## src/design/frt_pkg.sv

```systemverilog
// Shared types and codes for the fragment reassembly tracker.
package frt_pkg;

    typedef enum logic [2:0] {
        ST_COMPLETE  = 3'd0,
        ST_STORED    = 3'd1,
        ST_DUPLICATE = 3'd2,
        ST_INVALID   = 3'd3,
        ST_FULL      = 3'd4,
        ST_RESET     = 3'd5
    } status_t;

    typedef enum logic [0:0] {
        OP_FRAGMENT = 1'b0,
        OP_RESET    = 1'b1
    } opcode_t;

    // Commands from the controller to the datapath.
    typedef struct packed {
        logic capture;
        logic lookup;
        logic sum_pass;
        logic emit_pass;
        logic free;
    } ctrl_cmd_t;

    // Status from the datapath to the controller.
    typedef struct packed {
        logic need_sum;
        logic pass_done;
    } dp_stat_t;

endpackage

```

## src/design/frt_ctrl.sv

```systemverilog
// Sequencer for request lookup, summing pass, emit pass and entry release.
module frt_ctrl (
    input  logic              clk,
    input  logic              rst_n,
    input  logic              start,
    output logic              busy,
    input  frt_pkg::dp_stat_t stat,
    output frt_pkg::ctrl_cmd_t cmd
);
    import frt_pkg::*;

    typedef enum logic [4:0] {
        S_IDLE   = 5'b00001,
        S_LOOKUP = 5'b00010,
        S_SUM    = 5'b00100,
        S_EMIT   = 5'b01000,
        S_FREE   = 5'b10000
    } state_t;

    state_t state_reg, state_next;

    always_ff @(posedge clk or negedge rst_n)
    begin
        if (!rst_n)
        begin
            state_reg <= S_IDLE;
        end
        else
        begin
            state_reg <= state_next;
        end
    end

    always_comb
    begin
        state_next = state_reg;
        cmd        = '0;
        unique case (state_reg)
            S_IDLE:
            begin
                if (start)
                begin
                    cmd.capture = 1'b1;
                    state_next  = S_LOOKUP;
                end
            end
            S_LOOKUP:
            begin
                cmd.lookup = 1'b1;
                state_next = stat.need_sum ? S_SUM : S_IDLE;
            end
            S_SUM:
            begin
                cmd.sum_pass = 1'b1;
                if (stat.pass_done)
                begin
                    state_next = S_EMIT;
                end
            end
            S_EMIT:
            begin
                cmd.emit_pass = 1'b1;
                if (stat.pass_done)
                begin
                    state_next = S_FREE;
                end
            end
            S_FREE:
            begin
                cmd.free   = 1'b1;
                state_next = S_IDLE;
            end
            default:
            begin
                state_next = S_IDLE;
            end
        endcase
    end

    assign busy = (state_reg != S_IDLE);
endmodule

```

## config.mk

```make
export PLATFORM = sky130hd
export DESIGN_NAME = frt_ctrl
export DESIGN_NICKNAME = d
export VERILOG_FILES = /design/src/design/frt_pkg.sv /design/src/design/frt_ctrl.sv
export SDC_FILE = /design/constraint.sdc
export NUM_CORES = 1
export LEC_CHECK = 0
export ABC_AREA = 1
export BUFFER_PORTS_ARGS = -buffer_cell sky130_fd_sc_hd__buf_2
export CORE_AREA = 2 2 39 41
export DETAILED_ROUTE_END_ITERATION = 12
export DIE_AREA = 0 0 41 43
export PLACE_DENSITY = 0.53
export SLEW_MARGIN = 20
export SYNTH_ARGS = -nofsm -noshare
export SYNTH_HDL_FRONTEND = slang
export SYNTH_SLANG_ARGS = --single-unit
```

## constraint.sdc

```tcl
create_clock -name clk -period 2.4 [get_ports clk]
set_input_delay 0.24 -clock clk [delete_from_list [all_inputs] [get_ports clk]]
set_output_delay 0.24 -clock clk [all_outputs]
set_load 0.005 [all_outputs]
```

=== After elaboration in Yosys (flattened, before gate mapping) ===
Index checks and enable logic that the tools add are counted.

* Bits in registers: 5
* Input port bits: 5
* Output and inout port bits: 6
* Word-level logic and storage cells: 22

* Equal/unequal tests: 9
* Mux-type cells: 11
* Reduce and logical (&&, ||, !) cells: 1

{| class="wikitable"
|+ Operator list
! operator !! count
|-
| one-hot mux 5 bit (4 select lines) || 1
|-
| two-way mux 5 bit || 3
|-
| two-way mux 1 bit || 6
|-
| inequality test 2 bit, second input constant || 3
|-
| == test 5 x 1 -> 1 bit, second input constant || 1
|-
| == test 5 x 2 -> 1 bit, second input constant || 1
|-
| == test 5 x 3 -> 1 bit, second input constant || 1
|-
| == test 5 x 4 -> 1 bit, second input constant || 1
|-
| == test 5 bit, second input constant || 1
|-
| inequality test 5 x 1 -> 1 bit, second input constant || 1
|-
| two-way mux 3 bit || 1
|-
| AND reduction 3 bit || 1
|}

=== Logic depth before layout (Yosys ltp) ===
Gate-level depths: netlist (run 1).

* Depth in word-level cells: 3
* Gate-level depth with buffers: 6
* Mapped depth without buffers: 6

=== Worst setup path before layout (run 1) ===
No wires, ideal clock.

* Kind: flip-flop to output port
* Start: reg state_reg[0]
* End: out cmd[4] (netlist name)
* Arrival: 0.937 ns
* Data required time: 2.160 ns
* Path slack: 1.223 ns
* Stages on the path, launching flop included: 5
* Buffers on the path: 0
* Cell sequence: dfstp_2 inv_1 nor2_1 nand3_1 nor2_1

{| class="wikitable"
|+ RTL lines
! what !! RTL line !! RTL
|-
| start, declared || frt_ctrl.sv:20 || <nowiki>state_t state_reg, state_next;</nowiki>
|-
| start signal, assigned || frt_ctrl.sv:30 || <nowiki>state_reg <= state_next;</nowiki>
|-
| end, declared || frt_ctrl.sv:8 || <nowiki>output frt_pkg::ctrl_cmd_t cmd</nowiki>
|}

==> results of run 1 <==
==> metal layers <==
metal	part of all wire	up-vias	GRT usage
met1	0.41	128	0.0984
li1	-	168	-
met5	0	-	0
met3	0.032	3	0.0157
met2	0.51	7	0.125
met4	0.046	0	0.120
==> per-stage QoR <==
stage | instance area (um^2) | cells | util | hold WS (ps) | worst slack [ps]
2_1_floorplan | 309 | 47 | - | -55.6 | 1220
3_3_place_gp | 379 | 73 | 0.274 | 54.5 | 1160
3_5_place_dp | 379 | 73 | 0.274 | 56.1 | 1130
4_1_cts | 415 | 78 | 0.300 | 234 | 864
5_1_grt | 415 | 78 | 0.300 | 269 | 766
6_report | 415 | 78 | 0.300 | 236 | 882
==> power breakdown <==
part           switching, mW  internal (mW)  total, mW
combinational         0.0900         0.0582      0.148
sequential            0.0167          0.110      0.127
clock                 0.0347         0.0629     0.0976
==> cells by family (layout without fill, tap and decap cells) <==
logic type             count (synthesis)  count (layout)
AND/OR/NAND/NOR                       27              27
flip-flops                             5               5
buffers and inverters                 12              27
AO/OA/AOI/OAI                          3               3
==> worst max-delay path, cell delays in order (launching register included) <==
cell	delay [ps]
dfstp_2	540
inv_1	40
nor2_1	110
nand3_1	130
nor2_1	100
buf_2	110
==> cells in the mapped netlist (all sizes together) <==
master / number / area [um^2]
a21oi: 1 / 5.00
dfrtp: 4 / 100
dfstp: 1 / 26.3
inv: 12 / 45.0
nand2: 10 / 40.0
nand3: 5 / 25.0
nand4: 1 / 6.26
nor2: 11 / 51.3
o21ai: 2 / 10.0
==> cells in the final DEF (no fill, tap or decap) <==
cell           count
nand4_1            1
dfstp_2            1
nor2_2             4
clkbuf_4           3
buf_2             10
nor2_1             7
inv_1             11
nand2_1            9
dfrtp_1            4
inv_2              1
o21ai_1            1
o21ai_0            1
clkbuf_1           1
dlygate4sd3_1      1
nand3_1            5
nand2_2            1
a21oi_1            1
==> cell type report <==
cell class,count,area [um^2]
clock buffer,4,26.3
tap,16,20.0
sequential,5,126
inverter,12,45.0
timing repair buffer,11,60.1
multi-input combinational,30,138
fill,164,968
==> worst max-delay path by stage <==
stage,start,endpoint,cells past startpoint,slack (ps)
2_1_floorplan,state_reg[0],cmd[4],4,1220
3_3_place_gp,state_reg[0],cmd[4],5,1160
3_5_place_dp,state_reg[0],cmd[4],5,1130
4_1_cts,state_reg[0],cmd[4],5,860
5_1_grt,state_reg[0],cmd[4],5,770
6_report,state_reg[0],cmd[4],5,880
==> out/qor.txt, run 1 <==
worst r2r path cells = 5
setup violators final = 0
max cap viols = 0
CTS sink count = 5
hold worst-path end = state_reg[0]
Synth Area in Compound Gates = 0.0486
Crit Reg-Reg Endpoint = state_reg[3]
worst r2r src = state_reg[0]
gr usage total = 0.0919
chip width = 41 um
via count = 306
startpoint types = flop
kind of critical path = flop to output pin
per-cell routed wire length = 7.59 um
Yosys cell types = 13
Mapped Area = 309 um^2
GR Overflow Total = 0
die area = 0.00176 mm^2
Ys Warns = 0
1st-iter DRT viols = 1
Hold Fails Final Rpt = 0
max-slew violation count = 0
final net count = 68
CTS Buf Count = 3
Bufs on Longest Clock Path = 2
Clk Latency, worst-skew pair = 250 ps
antenna cells = 0
Final HPWL DP = 514 um
fraction of layout cells with a size suffix above 1 = 0.323
pin count of the biggest net entering global routing = 6
# rows = 14
Die H = 43 um
Crit Path Max Fanout = 4
htree depth = 1
HP Class = primary input to flop
Final GP Congestion = 0.727
Critical Path Sink Type = output pin
Pwr Total = 0.373 mW
WHS Path Cells = 4
r2r setup slk = 1250 ps
Syn Area/Cell = 6.58 um^2
Initial DRT Pass Iterations = 3
Largest register FFs = 5
global-route wire length before repair = 993 um
clk_skew = 3.92 ps
RSZ-0062 raised after global routing = no
post-synthesis simple-gate area fraction = 0.397
Peak supply drop = 0.000370 V
vias in the first global route = 258
core area = 0.00138 mm^2
P per Cell Area = 897 mW/mm^2
DRC viols = 0
syn_nets = 52
Post-Route WL = 592 um
Root Driver = clkbuf_4
Max-slew headroom = 0.884
post-synthesis cell count = 47
mux share of post-synthesis cell area = 0
Synth Area in XOR/XNOR = 0
part of the Yosys area used for sequential elements = 0.409
Reg clk slew, reported paths = 40 ps
Layout area overhead = 34.4%
run status = finished clean
ANT nets after route = 0
achievable clock frequency = 0.659 GHz
Vias/cell = 3.92
CTS tree = built
worst slew pin tran = 173 ps
main combinational cell family by area after synthesis = simple AND/OR/NAND/NOR gates
Static Leak = 0.243 nW
Req. time, crit path = 2160 ps
initial antenna violation count = 0
Starting Density = 0.223
# resized after CTS = 0
setup bufs post-CTS = 0
PortBufs = 10
arrival time worst endpoint = 1280 ps
Final Cycle Share = 0.633
crit path time final = 1520 ps
setup TNS = 0 ps
hold buffer count at cts = 1
#FFs+latches synth = 5
area share of fa/ha/maj cells after synthesis = 0
# IOs = 11
Hold Crit Start = stat[1]
Note: power is estimated with default switching activity, not from simulation.
==> inputs of run 2 (changes only) <==
==> constraint.sdc (replaced) <==
create_clock -name clk -period 1.4 [get_ports clk]
set_input_delay 0.14 -clock clk [delete_from_list [all_inputs] [get_ports clk]]
set_output_delay 0.14 -clock clk [all_outputs]
set_load 0.005 [all_outputs]
==> out/qor.txt, run 2 (synthesis results as in run 1) <==
CTS tree = built (unchanged)
Die H = 43 um (unchanged)
Peak supply drop = 0.000825 V (was 0.000370 V)
P per Cell Area = 1680 mW/mm^2 (was 897 mW/mm^2)
chip width = 41 um (unchanged)
WP buf/inv = 2 (unchanged)
global-route wire length before repair = 1.02 mm (was 993 um)
startpoint types = flop (unchanged)
Pwr Total = 0.794 mW (was 0.373 mW)
clk_skew = 4.33 ps (was 3.92 ps)
die area = 0.00176 mm^2 (unchanged)
final net count = 72 (was 68)
kind of critical path = flop to output pin (unchanged)
final core occ = 0.342 (was 0.300)
max cap viols = 0 (unchanged)
worst slew pin tran = 188 ps (was 173 ps)
r2r setup slk = 160 ps (was 1250 ps)
setup TNS = 0 ps (unchanged)
Initial DRT Pass Iterations = 1 (was 3)
run status = finished clean (unchanged)
Slowest-stage cell, CP = dfstp_2 (unchanged)
Finished Layout Cells = 82 (was 78)
# IOs = 11 (unchanged)
Vias/cell = 4.02 (was 3.92)
gr usage total = 0.0939 (was 0.0919)
antenna cells = 0 (unchanged)
initial antenna violation count = 0 (unchanged)
Starting Density = 0.223 (unchanged)
Final GP Congestion = 0.727 (about the same)
Hold Crit Start = stat[1] (unchanged)
Bufs on Longest Clock Path = 2 (unchanged)
family with the most delay on the worst path = flip-flops (unchanged)
met2 GRT Util = 0.131 (was 0.125)
Largest register FFs = 5 (unchanged)
GR Overflow Total = 0 (unchanged)
ANT nets after route = 0 (unchanged)
DRC viols = 0 (unchanged)
Final HPWL DP = 519 um (was 514 um)
Final Cycle Share = 0.969
DP Cell Count = 73 (unchanged)
Static Leak = 0.269 nW (was 0.243 nW)
core area = 0.00138 mm^2 (unchanged)
via count = 330 (was 306)
Critical Path Sink Type = output pin (unchanged)
HP Class = primary input to flop (unchanged)
per-cell routed wire length = 7.94 um (was 7.59 um)
worst r2r src = state_reg[0] (unchanged)
Crit Path Max Fanout = 4 (unchanged)
pin count of the biggest net entering global routing = 6 (unchanged)
Req. time, crit path = 1260 ps (was 2160 ps)
Clk Latency, worst-skew pair = 250 ps (about the same)
critical path launch point = state_reg[0] (unchanged)
Layout area overhead = 53.0% (was 34.4%)
Most Used Layer, Global Route = met2 (unchanged)
htree depth = 1 (unchanged)
PortBufs = 10 (unchanged)
dpl ws = 239 ps (was 1130 ps)
max-slew violation count = 0 (unchanged)
met3 Use GR = 0.0157 (unchanged)
Final WS setup = 44.0 ps (was 882 ps)
Root Driver = clkbuf_4 (unchanged)
vias in the first global route = 267 (was 258)
crit path time final = 1360 ps
critical path's most frequent cell = nor2_2 (was nor2_1)
1st-iter DRT viols = 0 (was 1)
CP max stage delay = 520 ps (was 540 ps)
Critical Path, Cell by Cell = buf_4, nor2_2, nand2_2, nor2_2, buf_2 (was inv_1, nor2_1, nand3_1, nor2_1, buf_2)
arrival time worst endpoint = 1220 ps (was 1280 ps)
Max-slew headroom = 0.874 (was 0.884)
GRT met1 Usage = 0.0984 (unchanged)
CTS sink count = 5 (unchanged)
setup violators final = 0 (unchanged)
Reg clk slew, reported paths = 40 ps (about the same)
most frequent cells in the layout = inv_1, buf_2, nand2_1 (unchanged)
RSZ-0062 raised after global routing = yes (was no)
Hold Fails Final Rpt = 0 (unchanged)
CTS Buf Count = 3 (unchanged)
# rows = 14 (unchanged)
Post-Route WL = 651 um (was 592 um)
achievable clock frequency = 0.737 GHz
fraction of layout cells with a size suffix above 1 = 0.424 (was 0.323)
## run 2: path summary, 6_finish.rpt
check | to | cells after the start
min in group asynchronous | state_reg[2] | 2
worst max register to register | state_reg[0] | 7
worst min register to register | state_reg[2] | 3
max in group asynchronous | state_reg[0] | 2
worst min-delay path | state_reg[0] | 4
worst max-delay path | cmd[1] | 5
## run 2: layer usage
metal / wire length, um / part of all wire / vias to the layer above
met5: 0 / 0 / -
met4: 27 / 0.041 / 0
met3: 15 / 0.023 / 3
met2: 355 / 0.55 / 7
met1: 252 / 0.39 / 143
li1: - / - / 177
## run 2: worst register-to-register path, stage by stage (launching register included)
cell,delay (ps)
dfstp_2,520
inv_2,40
nor2_4,110
nand3_2,90
buf_4,140
buf_4,120
nand3_1,80
nand3_1,70
## run 2: where the power goes
part | total, mW | leakage (nW) | internal [mW] | switching (mW)
combinational | 0.405 | 0.188 | 0.201 | 0.204
sequential | 0.220 | 0.0652 | 0.188 | 0.0323
clock | 0.168 | 0.0150 | 0.108 | 0.0605
## run 2: layout make-up
class | count | area (um^2)
well taps | 16 | 20.0
repair buffers | 15 | 90.1
multi-input cells | 30 | 165
flip-flops and latches | 5 | 126
inverters | 12 | 45.0
clock buffers | 4 | 26.3
fillers | 162 | 911
## run 2: repair_timing
| item | in CTS | in global routing |
|---|---|---|
| hold endpoints to repair | 5 | 0 |
| setup buffers | 2 | 2 |
| resized for setup | 1 | 6 |
| endpoints found under the setup margin | 1 | 3 |
| pin swaps | 0 | 2 |
| hold buffers | 1 | 0 |
## run 2: through the flow
stage / hold WS [ps] / cell area, um^2
floorplan: -156 / 309
global placement: -45.5 / 379
detailed placement: -43.9 / 379
CTS: 138 / 433
global route: 164 / 473
finish: 140 / 473
==> inputs of run 3 (changes only) <==
==> constraint.sdc (replaced) <==
create_clock -name clk -period 1.4 [get_ports clk]
set_input_delay 0.07 -clock clk [delete_from_list [all_inputs] [get_ports clk]]
set_output_delay 0.07 -clock clk [all_outputs]
set_load 0.005 [all_outputs]
==> out/qor.txt, run 3 (synthesis results as in run 1) <==
Final Cycle Share = 0.930 (was 0.969)
commonest non-fill, non-tap cell in the layout = inv_1
Post-Route WL = 651 um (unchanged)
clk_skew = 0.720 ps (was 4.33 ps)
CP max stage delay = 540 ps (was 520 ps)
fraction of layout cells with a size suffix above 1 = 0.371 (was 0.424)
Layout area overhead = 37.7% (was 53.0%)
Clk Latency, worst-skew pair = 240 ps (was 250 ps)
achievable clock frequency = 0.768 GHz (was 0.737 GHz)
Final WS setup = 98.1 ps (was 44.0 ps)
final core occ = 0.307 (was 0.342)
max cap viols = 0 (unchanged)
r2r setup slk = 290 ps (was 160 ps)
startpoint types = flop (unchanged)
Die H = 43 um (unchanged)
ANT nets after route = 0 (unchanged)
antenna cells = 0 (unchanged)
Final HPWL DP = 553 um (was 519 um)
dpl ws = 283 ps (was 239 ps)
Final GP Congestion = 0.704 (was 0.727)
critical path's most frequent cell = nor2_2 (unchanged)
PortBufs = 10 (unchanged)
initial antenna violation count = 0 (unchanged)
Max-slew headroom = 0.878 (was 0.874)
vias in the first global route = 311 (was 267)
worst slew pin tran = 183 ps (was 188 ps)
kind of critical path = flop to output pin (unchanged)
CTS tree = built (unchanged)
run status = finished clean (unchanged)
Critical Path Sink Type = output pin (unchanged)
# rows = 14 (unchanged)
1st-iter DRT viols = 1 (was 0)
Reg clk slew, reported paths = 40 ps (about the same)
Req. time, crit path = 1330 ps (was 1260 ps)
P per Cell Area = 1530 mW/mm^2 (was 1680 mW/mm^2)
Pwr Total = 0.653 mW (was 0.794 mW)
Initial DRT Pass Iterations = 3 (was 1)
core area = 0.00138 mm^2 (unchanged)
setup violators final = 0 (unchanged)
HP Class = primary input to flop (unchanged)
gr usage total = 0.107 (was 0.0939)
most frequent cells in the layout = inv_1, buf_2, nand2_1 (unchanged)
Multi-input gate area = 148 um^2 (was 165 um^2)
per-cell routed wire length = 8.35 um (was 7.94 um)
Hold Fails Final Rpt = 0 (unchanged)
Static Leak = 0.247 nW (was 0.269 nW)
Crit Path Max Fanout = 4 (unchanged)
worst r2r src = state_reg[0] (unchanged)
Starting Density = 0.223 (unchanged)
Bufs on Longest Clock Path = 2 (unchanged)
Root Driver = clkbuf_4 (unchanged)
Largest register FFs = 5 (unchanged)
# IOs = 11 (unchanged)
fillers = 150 (was 162)
max-slew violation count = 0 (unchanged)
via count = 314 (was 330)
critical path launch point = state_reg[0] (unchanged)
die area = 0.00176 mm^2 (unchanged)
pin count of the biggest net entering global routing = 6 (unchanged)
htree depth = 1 (unchanged)
final net count = 68 (was 72)
hold slack = 76.3 ps (was 140 ps)
Reg area = 126 um^2 (unchanged)
Vias/cell = 4.03 (was 4.02)
crit path time final = 1300 ps (was 1360 ps)
GR Overflow Total = 0 (unchanged)
CTS sink count = 5 (unchanged)
arrival time worst endpoint = 1230 ps (was 1220 ps)
RSZ-0062 raised after global routing = no (was yes)
Peak supply drop = 0.000569 V (was 0.000825 V)
chip width = 41 um (unchanged)
Critical Path, Cell by Cell = inv_1, nor2_2, nand3_2, nor2_2, buf_2 (was buf_4, nor2_2, nand2_2, nor2_2, buf_2)
setup TNS = 0 ps (unchanged)
Hold Crit Start = stat[1] (unchanged)
global-route wire length before repair = 1.17 mm (was 1.02 mm)
DRC viols = 0 (unchanged)
CTS Buf Count = 3 (unchanged)
Slowest-stage cell, CP = dfstp_2 (unchanged)
## run 3: cell types whose count changed in the layout (fill, tap and decap cells not counted), sizes merged
cell  previous run  this run
buf             14        10
## run 3: final timing paths
| check | to | cells past startpoint |
|---|---|---|
| min in group asynchronous | state_reg[4] | 2 |
| hold reg to reg | state_reg[1] | 3 |
| max in group asynchronous | state_reg[0] | 2 |
| setup reg to reg | state_reg[3] | 5 |
| setup / recovery | cmd[4] | 5 |
| hold / removal | state_reg[0] | 4 |
## run 3: metal layers
| layer | vias up | routed length [um] | GRT usage |
|---|---|---|---|
| li1 | 170 | - | - |
| met1 | 136 | 272 | 0.115 |
| met2 | 6 | 338 | 0.144 |
| met3 | 2 | 20 | 0.0209 |
| met4 | 0 | 19 | 0.140 |
| met5 | - | 0 | 0 |
## run 3: cell type report
cell class / count / area share
Multi-Input combinational cell: 30 / 0.347
Tap cell: 16 / 0.0471
Inverter: 12 / 0.106
Timing Repair Buffer: 11 / 0.141
Sequential cell: 5 / 0.297
Clock buffer: 4 / 0.0618
## run 3: timing repair
action | 4_1_cts | 5_1_grt
hold buffers | 1 | 0
hold endpoints to repair | 5 | 0
setup endpoints to repair | 0 | 1
resized for setup | 0 | 3
setup buffers | 0 | 0
## run 3: power by group
part	internal, mW	switching (mW)	leakage, nW
Clock	0.107	0.0546	0.0150
Sequential	0.189	0.0319	0.0652
Combinational	0.107	0.163	0.166
Total	0.404	0.249	0.247
## run 3: metrics by stage
step | cells | instance area (um^2)
floorplan | 47 | 309
global placement | 73 | 379
detailed placement | 73 | 379
CTS | 78 | 415
global route | 78 | 425
finish | 78 | 425
## run 3: critical path: cells and delay by family (launching register included)
family	cells	cell delay (ps)
DFF	1	540
and+or+nand+nor	3	300
buffers and inverters	2	160
